## src/sv/pipt_pkg.sv

```systemverilog
// ----------------------------------------------------------------------------
// pipt_pkg: shared types and constants of the point-in-polygon test
// Item and result structs, vertex type, opcodes and the cell control group.
// ----------------------------------------------------------------------------
package pipt_pkg;

  localparam int DEF_MAX_VERTICES = 128;

  localparam logic [1:0] OP_NEW    = 2'd0;
  localparam logic [1:0] OP_APPEND = 2'd1;
  localparam logic [1:0] OP_QUERY  = 2'd2;

  typedef struct packed {
    logic [1:0]         opcode;
    logic signed [15:0] px;
    logic signed [15:0] py;
  } pipt_in_t;

  typedef struct packed {
    logic inside_res;
    logic on_boundary;
  } pipt_out_t;

  typedef struct packed {
    logic signed [15:0] x;
    logic signed [15:0] y;
  } vertex_t;

  typedef struct packed {
    logic wr;
    logic shift;
  } cell_ctrl_t;

endpackage

```

## src/sv/pipt_edge.sv

```systemverilog
// ----------------------------------------------------------------------------
// pipt_edge: three-stage edge evaluator
// Takes one edge per cycle, forms cross and dot products against the query
// point and accumulates the boundary hit and the crossing parity.
// ----------------------------------------------------------------------------
module pipt_edge (
  input  logic              clk,
  input  logic              rst,
  input  logic              clear,
  input  logic              issue,
  input  pipt_pkg::vertex_t q,
  input  pipt_pkg::vertex_t a,
  input  pipt_pkg::vertex_t b,
  output logic              hit,
  output logic              parity
);
  import pipt_pkg::*;

  logic               v0;
  logic               v1;
  logic signed [16:0] ax;
  logic signed [16:0] ay;
  logic signed [16:0] bx;
  logic signed [16:0] by;
  logic signed [33:0] p_axby;
  logic signed [33:0] p_aybx;
  logic signed [33:0] p_axbx;
  logic signed [33:0] p_ayby;
  logic               ay_neg;
  logic               by_neg;
  logic signed [34:0] cr;
  logic signed [34:0] dt;
  logic               hit_c;
  logic               cross_c;

  always_ff @(posedge clk) begin
    ax <= $signed({a.x[15], a.x}) - $signed({q.x[15], q.x});
    ay <= $signed({a.y[15], a.y}) - $signed({q.y[15], q.y});
    bx <= $signed({b.x[15], b.x}) - $signed({q.x[15], q.x});
    by <= $signed({b.y[15], b.y}) - $signed({q.y[15], q.y});
    p_axby <= ax * by;
    p_aybx <= ay * bx;
    p_axbx <= ax * bx;
    p_ayby <= ay * by;
    ay_neg <= ay[16];
    by_neg <= by[16];
  end

  assign cr = $signed({p_axby[33], p_axby}) - $signed({p_aybx[33], p_aybx});
  assign dt = $signed({p_axbx[33], p_axbx}) + $signed({p_ayby[33], p_ayby});
  assign hit_c = (cr == 35'sd0) && (dt[34] || (dt == 35'sd0));
  assign cross_c = (!cr[34] && ay_neg && !by_neg) ||
                   ((cr[34] || (cr == 35'sd0)) && !ay_neg && by_neg);

  always_ff @(posedge clk) begin
    if (rst) begin
      v0     <= 1'b0;
      v1     <= 1'b0;
      hit    <= 1'b0;
      parity <= 1'b0;
    end else begin
      v0 <= issue;
      v1 <= v0;
      if (clear) begin
        hit    <= 1'b0;
        parity <= 1'b0;
      end else if (v1) begin
        if (hit_c) begin
          hit <= 1'b1;
        end else if (cross_c && !hit) begin
          parity <= ~parity;
        end
      end
    end
  end

endmodule

```

## config.mk

```make
export PLATFORM = sky130hd
export DESIGN_NAME = pipt_edge
export DESIGN_NICKNAME = d
export VERILOG_FILES = /design/src/sv/pipt_pkg.sv /design/src/sv/pipt_edge.sv
export SDC_FILE = /design/constraint.sdc
export NUM_CORES = 2
export LEC_CHECK = 0
export BUFFER_PORTS_ARGS = -buffer_cell sky130_fd_sc_hd__buf_4
export CAP_MARGIN = 25
export CELL_PAD_IN_SITES_DETAIL_PLACEMENT = 0
export CELL_PAD_IN_SITES_GLOBAL_PLACEMENT = 1
export CORE_ASPECT_RATIO = 0.9
export CORE_UTILIZATION = 31
export DETAILED_ROUTE_END_ITERATION = 7
export GPL_ROUTABILITY_DRIVEN = 0
export PLACE_DENSITY_LB_ADDON = 0.1
export SLEW_MARGIN = 10
export SYNTH_ARGS = -nofsm -noshare
export SYNTH_HDL_FRONTEND = slang
export SYNTH_SLANG_ARGS = --single-unit
export TNS_END_PERCENT = 5
```

## constraint.sdc

```tcl
create_clock -name clk -period 7.45 [get_ports clk]
set_input_delay 1.49 -clock clk [delete_from_list [all_inputs] [get_ports clk]]
set_output_delay 1.49 -clock clk [all_outputs]
set_load 0.01 [all_outputs]
```

Word-level counts from Yosys, hierarchy flattened
Index checks and enable logic that the tools add are counted.
- $add $sub $neg: 6
- bitwise logic cells: 2
- multipliers: 4
- reduce and logical (&&, ||, !) cells: 18
- operator list (operator ; number):
    $mul 17x17->34 ; 4
    $logic_not 35->1 ; 2
    $sub 16x16->17 ; 4
    $add 34x34->35 ; 1
    $sub 34x34->35 ; 1
    $logic_and 1x1->1 ; 6
    $logic_not 1->1 ; 4
    $logic_or 1x1->1 ; 3
    $reduce_and 3->1 ; 1
    $not 1->1 ; 2
    $reduce_and 2->1 ; 1
    $reduce_or 2->1 ; 1
- logic and storage cells: 44
- register bits: 210
- input port bits: 100
- output and inout bits: 2

Longest topological paths before layout
- depth after elaboration: 8
- gate-level depth with buffers: 27
- mapped depth without buffers: 26

Worst setup path after synthesis
OpenSTA, ideal clock, no wires.
- path kind: reg2reg
- start point: reg bx[2]
- end point: reg p_aybx[33]
- buffers on the path: 1
- library setup time: 0.072 ns
- arrival time: 6.409 ns
- cell stages (with the launch flop): 24
- clock period less this slack: 6.481 ns
- setup slack: 0.969 ns
- required time: 7.378 ns
- cell sequence: dfxtp_1 clkbuf_1 nand2_1 fa_1 fa_1 inv_1 fa_1 fa_1 fa_1 inv_1 fa_1 inv_1 ha_1 a21o_1 a21oi_1 o21ai_0 o41a_1 o211a_1 o221ai_1 o21ai_0 or4_1 a31o_2 a21oi_1 xnor2_1
- longest elaborated chain between the ends: 1
- ends and longest elaborated chain (element ; line ; text):
    from (decl) ; pipt_edge.sv:23 ; logic signed [16:0] bx;
    from (signal assigned) ; pipt_edge.sv:39 ; bx <= $signed({b.x[15], b.x}) - $signed({q.x[15], q.x});
    $mul 17x17->34 ; pipt_edge.sv:42 ; p_aybx <= ay * bx;
    to (signal assigned) ; pipt_edge.sv:42 ;
    to (decl) ; pipt_edge.sv:26 ; logic signed [33:0] p_aybx;
No other way between the ends.
A chain may end at the register's enable or synchronous reset.

Final worst setup path
- start point: reg ax[7]
- end point: reg p_axby[33]
- longest elaborated chain between the ends: 1
- ends and longest elaborated chain (element ; line ; text):
    from (decl) ; pipt_edge.sv:21 ; logic signed [16:0] ax;
    from (signal assigned) ; pipt_edge.sv:37 ; ax <= $signed({a.x[15], a.x}) - $signed({q.x[15], q.x});
    $mul 17x17->34 ; pipt_edge.sv:41 ; p_axby <= ax * by;
    to (signal assigned) ; pipt_edge.sv:41 ;
    to (decl) ; pipt_edge.sv:25 ; logic signed [33:0] p_axby;
No other way between the ends.

==> reports/summary.txt <==
First-pass GRT wire length - 281000 um
Final antenna-violating net count - 0
Gr ovfl total - 0
Fill count - 18300
Post-CTS Resized - 0
Detailed Route WL - 183000 um
Share of the synthesized area in the top cell type - 43.7%
Top_reg_cell synth - dfxtp_1
Met1 Use GR - 31.9%
Max Buffers Root-to-Sink - 3
H-tree lvl count - 2
CTS Hold Buffers Added - 0
Synth cell types - 86
Post-DP HPWL - 155000 um
GRT met2 Usage - 33.8%
Max-capacitance violation count - 0
CP startpoint kind - flip-flop
Setup violations, final - 0
Hold_ws - 0.439 ns
Row count - 145
Worst-path maximum fanout - 11
Final std cells w/o fill - 8508
Clock Latency Late Sink - 0.63 ns
Status - complete, no violations
Ys Warns - 0
Relative slew slack - 30.0%
Worst reg2reg path depth - 30
Avg WL per Cell - 21.5 um
Vias in the first global route - 43400
Worst setup path start - ax[7]
Core Region - 0.174 sq mm
Critical path endpoint - p_axby[33]
Worst slew pin tran - 1.04 ns
Antenna violations before repair - 15
Full die area - 0.178 sq mm
Critical path class - reg2reg
Worst endpoint required time - 7.92 ns
CTS sink cnt - 210
Root buffer cell - clkbuf_16
Worst-path clk slew - 0.06 ns
Num CTS Buffers - 34
FF+latch count, synth - 210
Mean Syn Cell Area - 9.00 sq um
Largest net degree at the start of global routing - 36
Max Clk Rate - 140 MHz
RSZ-0062 raised after global routing - true
Io pins - 102
Iter 0 DRT Violations - 2186
Type of the worst min-delay path - reg2reg
Critical path's slowest cell - fa_1
Final hold viol count - 0
Via-to-Cell Ratio - 4.67
Yosys top cell by area - fa_1
Drt pass-1 iters - 7
Drt drc - 0
GRT Total Usage - 21.3%
CP arrival - 7.63 ns
Reg-to-Reg Start - ax[7]
Largest cells by area after synthesis - fa_1 44%, ha_1 11%, inv_1 9.6%, dfxtp_1 7.7%, and2_1 6.8%
CP endpoint kind - flip-flop
Tmin final - 7.16 ns
R2R Path End - p_axby[33]
Max incr delay on CP - 0.53 ns
Post-CTS Setup Inserts - 0
Worst R2R Setup Slack - 0.29 ns
Placed insts - 8443
GRT Max-Usage Layer - met2
Chip height - 400 um
Post-Route Skew - 0.0338 ns
Port bufs - 101
Seq/Total Area, Yosys - 7.71%
TritonCTS clock tree - yes
Grt met3 use - 2.28%
Die X - 444 um
Post-Synthesis Cell Area - 0.0545 sq mm
Final period utilization - 96.1%
Initial Utilization - 31.3%
Pre-CTS WS - 0.130 ns
Layout Nets - 7962
Fin. max-slew vios - 0
FFs w/ async S/R, synth - 0%
Mapped Cells - 6059
Setup ws final - 0.290 ns
Post-synth EDFFs - 0
Syn_nets - 7820
DR vias - 39800
Share of cells above drive strength 1 - 7.10%
Area grow syn2layout - 11.2%
[layout make-up]
cell class	count	area (sq um)	area share (%)
multi-input combinational	4230	44300	73.1
inverter	1395	5240	8.64
timing repair buffer	330	2790	4.60
clock buffer	44	960	1.58
antenna	3	7.51	0.0124
clock inverter	18	254	0.419
sequential	210	4210	6.95
tap	2278	2850	4.70
[worst max-delay path: cells and delay by family, from the launching register on]
kind | cells | cell delay [ns]
DFF | 1 | 0.35
AOI/OAI and AO/OA | 9 | 1.59
adders and majority gates | 7 | 3.34
and+or+nand+nor | 3 | 0.55
xor gates and xnor gates | 1 | 0.13
buffers and inverters | 10 | 1.03
[cells in the final DEF, fill, tap and decap left out, types with 133 or more instances in the layout]
master,n
ha_1,472
fa_1,1189
dfxtp_1,204
o21ai_0,141
nor2_1,232
buf_4,304
xnor2_1,133
inv_1,1393
and2_1,589
a21oi_1,155
nand2_1,649
[cells in the mapped netlist, types with 9 or more instances]
cell,count
xor2_1,25
a31oi_1,25
o21bai_1,13
o21ai_0,144
nand4_1,20
nand2b_1,44
o31ai_1,13
or2_2,9
nor2b_1,48
or3_1,17
and2_1,589
ha_1,472
and3_1,20
nor3b_1,11
nand3_1,46
nor2_1,232
a21o_1,61
a211oi_1,24
dfxtp_1,210
clkbuf_1,212
o21a_1,26
nor4_1,9
nand3b_1,10
o211ai_1,16
a21oi_1,156
nor3_1,40
inv_1,1393
mux2i_1,10
a21boi_0,41
xnor2_1,140
nand2_1,649
fa_1,1189
[worst min-delay path by stage]
| stage | from | end | slack [ns] | cells after the start |
|---|---|---|---|---|
| 2_1_floorplan | ay[16] | ay_neg | 0.39 | 0 |
| 3_3_place_gp | v0 | v1 | 0.44 | 1 |
| 3_5_place_dp | v0 | v1 | 0.44 | 1 |
| 4_1_cts | v0 | v1 | 0.45 | 1 |
| 5_1_grt | v0 | v1 | 0.47 | 1 |
| 6_report | v0 | v1 | 0.44 | 1 |
[metal layers]
metal / up-vias / wire (um)
li1: 18600 / -
met1: 20500 / 93300
met2: 638 / 80400
met3: 75 / 7110
met4: 0 / 2060
met5: - / 0
[metrics by stage]
step                      instance area (sq um)  utilization, %  TNS [ns]
after floorplan                           54500               -         0
after global placement                    59300            34.1         0
after detailed placement                  59300            34.1         0
after CTS                                 60600            34.8         0
after global routing                      60600            34.8    -0.140
final                                     60600            34.8         0
[registers in the layout, summed over array words and instances, names as in the netlist, 17 cells and up]
register,count
ay,17
p_axby,34
bx,17
ax,17
by,17
p_aybx,34
p_axbx,34
p_ayby,34
[logic make-up (layout without fill, tap and decap cells)]
| logic type | Yosys count | in the layout | share of synthesized area, % |
|---|---|---|---|
| other | 0 | 3 | 0 |
| DFF | 210 | 210 | 7.71 |
| muxes | 12 | 12 | 0.232 |
| adders and majority gates | 1661 | 1661 | 54.5 |
| AOI/OAI and AO/OA | 626 | 626 | 7.53 |
| buffers and inverters | 1619 | 1787 | 11.2 |
| xor gates and xnor gates | 165 | 165 | 2.65 |
| and+or+nand+nor | 1766 | 1766 | 16.2 |
Power is left out: the tool's default activity adds up to more than one toggle a clock period on the data nets, which glitch-free logic cannot reach.
