[config.mk]
export PLATFORM = sky130hd
export DESIGN_NAME = pipt_cell
export DESIGN_NICKNAME = d
export VERILOG_FILES = /design/src/sv/pipt_pkg.sv /design/src/sv/pipt_cell.sv
export SDC_FILE = /design/constraint.sdc
export NUM_CORES = 1
export LEC_CHECK = 0
export BUFFER_PORTS_ARGS = -buffer_cell sky130_fd_sc_hd__buf_4
export CAP_MARGIN = 20
export CORE_ASPECT_RATIO = 0.9
export CORE_MARGIN = 3
export CORE_UTILIZATION = 30
export CTS_BUF_LIST = sky130_fd_sc_hd__clkbuf_8
export DETAILED_ROUTE_END_ITERATION = 12
export PLACE_DENSITY = 0.65
export SYNTH_ARGS = -nofsm -noshare
export SYNTH_HDL_FRONTEND = slang
export SYNTH_SLANG_ARGS = --single-unit
[constraint.sdc]
create_clock -name clk -period 2.8 [get_ports clk]
set_input_delay 0.14 -clock clk [delete_from_list [all_inputs] [get_ports clk]]
set_output_delay 0.14 -clock clk [all_outputs]
set_load 0.02 [all_outputs]
[src/sv/pipt_pkg.sv]
// ----------------------------------------------------------------------------
// pipt_pkg: shared types and constants of the point-in-polygon test
// Item and result structs, vertex type, opcodes and the cell control group.
// ----------------------------------------------------------------------------
package pipt_pkg;

  localparam int DEF_MAX_VERTICES = 128;

  localparam logic [1:0] OP_NEW    = 2'd0;
  localparam logic [1:0] OP_APPEND = 2'd1;
  localparam logic [1:0] OP_QUERY  = 2'd2;

  typedef struct packed {
    logic [1:0]         opcode;
    logic signed [15:0] px;
    logic signed [15:0] py;
  } pipt_in_t;

  typedef struct packed {
    logic inside_res;
    logic on_boundary;
  } pipt_out_t;

  typedef struct packed {
    logic signed [15:0] x;
    logic signed [15:0] y;
  } vertex_t;

  typedef struct packed {
    logic wr;
    logic shift;
  } cell_ctrl_t;

endpackage

[src/sv/pipt_cell.sv]
// ----------------------------------------------------------------------------
// pipt_cell: one vertex cell of the rotating chain
// Holds one vertex; loads it on a write at its index and, during a walk,
// takes its neighbor's vertex, the last active cell taking the head's.
// ----------------------------------------------------------------------------
module pipt_cell #(
  parameter int IDX_W = 7,
  parameter int IDX   = 0
) (
  input  logic                 clk,
  input  pipt_pkg::cell_ctrl_t ctrl,
  input  logic [IDX_W-1:0]     wr_idx,
  input  logic [IDX_W-1:0]     last_idx,
  input  pipt_pkg::vertex_t    wr_vtx,
  input  pipt_pkg::vertex_t    next_vtx,
  input  pipt_pkg::vertex_t    head_vtx,
  output pipt_pkg::vertex_t    vtx
);
  import pipt_pkg::*;

  localparam logic [IDX_W-1:0] MY_IDX = IDX_W'(IDX);

  always_ff @(posedge clk) begin
    if (ctrl.wr && (wr_idx == MY_IDX)) begin
      vtx <= wr_vtx;
    end else if (ctrl.shift && (MY_IDX <= last_idx)) begin
      vtx <= (MY_IDX == last_idx) ? head_vtx : next_vtx;
    end
  end

endmodule

[Word level (Yosys, flattened, before mapping)]
Cells that the tools add are included.
Cells by class
  order comparisons: 1
  mux-type cells: 3
  reduce and logical (&&, ||, !) cells: 5
Operator list (number)
  two-way mux 32 bit: 3
  logical NOT 7 bit: 2
  less-or-equal comparator 1 x 7 -> 1 bit (first input constant): 1
  logical AND 1 bit: 2
  nonzero test 2 bit: 1
Storage, ports and cells
  bits in registers: 32
  bits of input ports: 113
  output and inout bits: 32
  logic and storage cells: 11

[Longest topological paths before layout]
Gate-level depths: netlist (run 1).
  depth in word-level cells: 4
  gate-level depth with buffers: 6

[Worst setup path after synthesis (run 1)]
Ideal clock, no wire load.
  path kind: input -> register
  start point: input wr_idx[5]
  end point: register vtx[0] (netlist bit), enable pin
  arrival: 1907 ps
  required time: 2406 ps
  path slack: 499 ps
  stages: 5
  path buffers: 2
  cell sequence: or4b_1 -> clkbuf_2 -> or2_1 -> buf_6 -> nand2b_1
On the way
  word-level cells in the longest chain between the ends: 3
Ends and longest elaborated chain
  from (decl): RTL line pipt_cell.sv:12  | input logic [IDX_W-1:0] wr_idx,
  logical NOT 7 bit: RTL line pipt_cell.sv:24  | if (ctrl.wr && (wr_idx == MY_IDX)) begin
  logical AND 1 bit: RTL line pipt_cell.sv:24
  nonzero test 2 bit (no line)
  to (signal assigned): RTL line pipt_cell.sv:25  | vtx <= wr_vtx;
  to (signal assigned): RTL line pipt_cell.sv:27  | vtx <= (MY_IDX == last_idx) ? head_vtx : next_vtx;
  to (decl): RTL line pipt_cell.sv:17  | output pipt_pkg::vertex_t vtx
Every way passes these cells.
A chain may end at the register's enable or synchronous reset.

[Worst setup path after layout (run 1)]
  start point: input last_idx[3]
  end point: register vtx[21] (netlist bit), data pin
On the way
  word-level cells in the longest chain between the ends: 4
Ends and longest elaborated chain
  from (decl): RTL line pipt_cell.sv:13  | input logic [IDX_W-1:0] last_idx,
  logical NOT 7 bit: RTL line pipt_cell.sv:27
  two-way mux 32 bit: RTL line pipt_cell.sv:27
  two-way mux 32 bit: RTL line pipt_cell.sv:26  | end else if (ctrl.shift && (MY_IDX <= last_idx)) begin
  two-way mux 32 bit: RTL line pipt_cell.sv:24
Every way passes these cells. The select of a mux whose other input is x is not followed.

==> flow_summary.json, run 1 <==
{
  "vias_per_cell": 5.419,
  "async_reset_ff_share_pct": 0,
  "clkPwrFrac_pct": 32.7,
  "synth_cells": 192,
  "endpoint_kind": "flop",
  "cp-startpoint": "last_idx[3]",
  "ys_ff_latch": 32,
  "drive_gt1_share_pct": 49.39,
  "cts_tree": "done",
  "grt_pass1_wl_mm": 10.12,
  "fin_crit_sh_pct": 61.50,
  "finalSetupTns_ps": 0,
  "core_area_um2": 5791,
  "grt_util_all_layers_pct": 18.65,
  "crit_required_ps": 2810,
  "rows": 26,
  "grt_max_degree": 33,
  "worstPathCellList": "buf_4 > or4_1 > o21ai_0 > a31oi_1",
  "synthDominantCellAreaShare_pct": 52.67,
  "clockRootBuffer": "clkbuf_8",
  "worst-path-max-fanout": 32,
  "numCtsBuffers": 5,
  "top_regs": "vtx: 32 flops",
  "p_per_area_nw_per_um2": 432.9,
  "synth_area_per_cell_um2": 9.501,
  "cp.arrival_ps": 1730,
  "antenna_cells": 0,
  "fin_nets": 438,
  "cts_resized": 0,
  "tightest_slew_ps": 981.6,
  "grt_remaining_overflow": 0,
  "rsz0062_at_grt": "false",
  "dp_hpwl_mm": 4.767,
  "fin_ws_ps": 1078,
  "netlist_area_um2": 1824,
  "io_pins": 145,
  "ctsHoldBuffers": 0,
  "grt_pass1_vias": 2129,
  "internal_power_uw": 999.5,
  "clk_pin_slew_ps": 70,
  "post_cts_buffers": 0,
  "critPathLaunchType": "input pin",
  "pwr-share-comb_pct": 23.2,
  "synth_common_cells": "nor3_1, edfxtp_1, nand3_1, o21ai_0, a31oi_1",
  "post-route-util_pct": 52.68,
  "min_to": "vtx[10]",
  "finalHoldViolations": 0,
  "max_freq_mhz": 580.7,
  "die_y_um": 79.98,
  "power.switching_uw": 321.1,
  "syn2layout_area_growth_pct": 67.22,
  "synth_ff_type": "edfxtp_1",
  "synthDistinctLibCells": 15,
  "hold_depth": 3,
  "synth_top_cell_by_area": "edfxtp_1",
  "critical-path-max-stage-delay_ps": 980,
  "pwr-share-seq_pct": 44.2,
  "drtPass1Iterations": 4,
  "pre_cts_ws_ps": 785.0,
  "drc": 0,
  "antenna_found_initial": 0,
  "syn_nets": 305,
  "die_w_um": 88.20,
  "fin_crit_ps": 1722,
  "io_buffer_count": 144,
  "cts_buffer_depth": 2,
  "switching_share_pct": 24.31,
  "synth-seq-area-share_pct": 52.67,
  "htreeDepth": 2,
  "drv_slew": 0,
  "wl_per_cell_um": 16.95,
  "largest_register_ffs": 32,
  "status": "completed",
  "dieArea_um2": 7053,
  "synth_edf_count": 32,
  "dr_total_vias": 2146,
  "min_from": "wr_vtx[10]",
  "place_congestion": 0.7522,
  "clock-sinks": 32,
  "initial_core_util_pct": 31.50,
  "synth.area.top_cells": "edfxtp_1, a31oi_1, nor3_1, nand3_1, o21ai_0",
  "relSlewSlack_pct": 34.56,
  "hold_path.class": "input pin to flop",
  "crit_slowest_cell": "or4_1",
  "setup_viol": 0,
  "ant_nets": 0,
  "wl_mm": 6.714,
  "synth.most_common_cell": "nor3_1",
  "regMostFlops": "vtx",
  "leakage_uw": 0.001210,
  "drtIter0Drc": 121,
  "yosys_warnings": 0,
  "ir_drop_v": 0.0001730,
  "cap_viol_max_count": 0,
  "setup.worst_path.class": "input pin to flop"
}
-- power groups by stage --
stage,registers (µW),logic [µW],clock network (µW)
after global placement,592,305,0
after floorplan,646,54.9,0
after global routing,587,327,472
after CTS,584,308,445
after detailed placement,594,307,0
final,583,306,431
-- per-layer routing --
metal  vias to the layer above  GRT usage [%]  routed length [µm]
li1                       1026              -                   -
met1                       996          21.92                2575
met2                       112          30.72                3249
met3                        12          7.121                 776
met4                         0          6.798                 113
met5                         -              0                   0
-- stage by stage --
stage / hold slack [ps] / total power, µW / cells / cell area [µm²]
2_1_floorplan: 400.1 / 700.9 / 192 / 1824
3_3_place_gp: 490.4 / 897.7 / 388 / 2943
3_5_place_dp: 496.3 / 901.7 / 388 / 2943
4_1_cts: 196.2 / 1337 / 396 / 3050
5_1_grt: 200.5 / 1386 / 396 / 3050
6_report: 208.7 / 1321 / 396 / 3050
-- kinds of logic (layout without fill, tap and decap cells) --
| group | Yosys count | in the layout | share of synthesized area [%] |
|---|---|---|---|
| AND/OR/NAND/NOR | 72 | 72 | 20.58 |
| AO/OA/AOI/OAI | 64 | 64 | 20.10 |
| flip-flops | 32 | 32 | 52.67 |
| buffers and inverters | 24 | 158 | 6.653 |
-- layout make-up --
type | instances | area, µm²
clock buffer | 5 | 68.82
clock inverter | 3 | 38.79
fill | 533 | 2740
multi-input combinational | 136 | 755.7
sequential | 32 | 960.9
tap | 70 | 87.58
timing repair buffer | 150 | 1139
-- critical path: cells and delay by family --
family	cells	cell delay, ps
buffers and inverters	1	120
AO/OA/AOI/OAI	2	490
AND/OR/NAND/NOR	1	980
-- layout by cell type (no fill, tap or decap) --
master	n
buf_4	149
o21ai_0	32
nand3_1	32
nor3_1	32
edfxtp_1	32
a31oi_1	31
clkbuf_8	5
or4_1	2
or3_1	1
or4b_1	1
or2_1	1
nor4_2	1
nor3_2	1
a31oi_2	1
nand2b_2	1
bufinv_16	1
inv_1	1
clkinv_2	1
buf_12	1
-- how the worst max path moves through the flow --
| stage | depth (start not counted) | to | slack, ps |
|---|---|---|---|
| CTS | 4 | vtx[21] | 1090 |
| floorplan | 5 | vtx[0] | 500 |
| global route | 4 | vtx[0] | 1010 |
| finish | 4 | vtx[21] | 1080 |
| detailed placement | 4 | vtx[21] | 790 |
| global placement | 4 | vtx[0] | 830 |
Power figures use the tool's default switching activity.
==> inputs of run 2 (changes only) <==
==> constraint.sdc (replaced) <==
create_clock -name clk -period 1.8 [get_ports clk]
set_input_delay 0.09 -clock clk [delete_from_list [all_inputs] [get_ports clk]]
set_output_delay 0.09 -clock clk [all_outputs]
set_load 0.02 [all_outputs]
==> run 2 against run 1 <==
- sequential share of layout area is 0.43 points lower
- via count increased by 1.2%
- clock power is 26% higher
- sequential power is 55% higher
- core utilization rose by 0.73 points
- combinational power is 60% higher
- wire length rose by 0.10%
- largest power group unchanged
- design area is 1.4% higher
==> flow_summary.json, run 2 (synthesized netlist as in run 1, its figures left out) <==
{
  "path_common_cell": "buf_4",
  "grt_pass1_wl_mm": 9.998,
  "max_freq_mhz": 734.5,
  "dr_total_vias": 2171,
  "antenna_found_initial": 0,
  "pwr-share-seq_pct": 46.7,
  "dp_hpwl_mm": 4.955,
  "place_congestion": 0.7585,
  "grt_util_all_layers_pct": 18.43,
  "fill_cells": 562,
  "min_to": "vtx[21]",
  "post_cts_buffers": 0,
  "critPathLaunchType": "input pin",
  "clk_pin_slew_ps": 70,
  "leakage_uw": 0.001227,
  "endpoint_kind": "flop",
  "io_buffer_count": 144,
  "top_regs": "vtx: 32 flops",
  "internal_power_uw": 1426,
  "io_pins": 145,
  "die_w_um": 88.20,
  "post-route-util_pct": 53.41,
  "worstPathCellList": "buf_4 > or4b_1 > or2_1 > buf_4 > a31oi_1",
  "critical-path-max-stage-delay_ps": 520,
  "crit_required_ps": 1920,
  "rsz0062_at_grt": "false",
  "cp.arrival_ps": 1480,
  "regMostFlops": "vtx",
  "cap_viol_max_count": 0,
  "layout_commonest_cell": "buf_4",
  "core_area_um2": 5791,
  "finalHoldViolations": 0,
  "fin_nets": 444,
  "drtIter0Drc": 130,
  "drtPass1Iterations": 4,
  "power.switching_uw": 512.0,
  "die_y_um": 79.98,
  "drv_slew": 0,
  "fin_crit_sh_pct": 75.64,
  "finalSetupTns_ps": 0,
  "ir_drop_v": 0.0002735,
  "tightest_slew_ps": 370.8,
  "dieArea_um2": 7053,
  "setup.worst_path.class": "input pin to flop",
  "clock-sinks": 32,
  "wl_mm": 6.721,
  "grt_pass1_vias": 2055,
  "status": "completed",
  "crit_slowest_cell": "or4b_1",
  "clockRootBuffer": "clkbuf_8",
  "cts_resized": 0,
  "relSlewSlack_pct": 75.28,
  "rows": 26,
  "hold_path.class": "input pin to flop",
  "hold_depth": 3,
  "cts_tree": "done",
  "antenna_cells": 0,
  "min_from": "wr_vtx[21]",
  "fin_crit_ps": 1361,
  "p_total_uw": 1938,
  "drive_gt1_share_pct": 50.30,
  "pwr-share-comb_pct": 25.2,
  "final_cell_mix": "buf_4, o21ai_0, nand3_1, nor3_1, edfxtp_1",
  "syn2layout_area_growth_pct": 69.55,
  "wl_per_cell_um": 16.72,
  "worst-path-max-fanout": 32,
  "numCtsBuffers": 5,
  "largest_register_ffs": 32,
  "switching_share_pct": 26.41,
  "setup_viol": 0,
  "clkPwrFrac_pct": 28.1,
  "vias_per_cell": 5.400,
  "ctsHoldBuffers": 0,
  "p_per_area_nw_per_um2": 626.7,
  "initial_core_util_pct": 31.50,
  "grt_remaining_overflow": 0,
  "grt_max_degree": 33,
  "ant_nets": 0,
  "drc": 0,
  "htreeDepth": 2,
  "cts_buffer_depth": 2
}
==> run 2: layout make-up <==
class / count / area, µm² / area share [%]
Sequential cell: 32 / 960.9 / 31.07
Clock buffer: 5 / 68.82 / 2.225
Multi-Input combinational cell: 136 / 760.7 / 24.60
Timing Repair Buffer: 156 / 1196 / 38.67
Clock inverter: 3 / 18.77 / 0.6068
Tap cell: 70 / 87.58 / 2.832
==> run 2: worst max path at each step <==
stage	slack [ps]	end	depth (start not counted)	start
floorplan	100	vtx[0]	5	wr_idx[5]
global placement	190	vtx[30]	5	wr_idx[5]
detailed placement	140	vtx[4]	5	wr_idx[5]
CTS	440	vtx[4]	5	wr_idx[5]
global route	390	vtx[14]	5	wr_idx[5]
finish	440	vtx[4]	5	wr_idx[5]
==> run 2: worst max-delay path, delay by kind of cell <==
family | cells | cell delay, ps
buf+inv | 2 | 370
simple gates | 2 | 810
compound gates | 1 | 200
==> run 2: power by group through the flow <==
stage | combinational, µW | clock, µW | sequential (µW)
floorplan | 86.8 | 0 | 1000
global placement | 489 | 0 | 922
detailed placement | 490 | 0 | 923
CTS | 491 | 562 | 906
global route | 523 | 597 | 910
finish | 489 | 545 | 905
==> run 2: metal layers <==
layer / vias up / track usage, % / share of wire, %
li1: 1033 / - / -
met1: 1004 / 22.53 / 39
met2: 126 / 31.32 / 48
met3: 8 / 5.366 / 11
met4: 0 / 5.136 / 1.4
met5: - / 0 / 0
==> run 2: per-stage QoR <==
| step | area [µm²] | hold slack (ps) | std cells | setup slack [ps] |
|---|---|---|---|---|
| after floorplan | 1832 | 350.1 | 192 | 95.78 |
| after global placement | 3005 | 437.1 | 394 | 191.4 |
| after detailed placement | 3005 | 447.9 | 394 | 139.5 |
| after CTS | 3093 | 152.2 | 402 | 440.1 |
| after global routing | 3093 | 157.0 | 402 | 393.1 |
| final | 3093 | 163.7 | 402 | 438.6 |
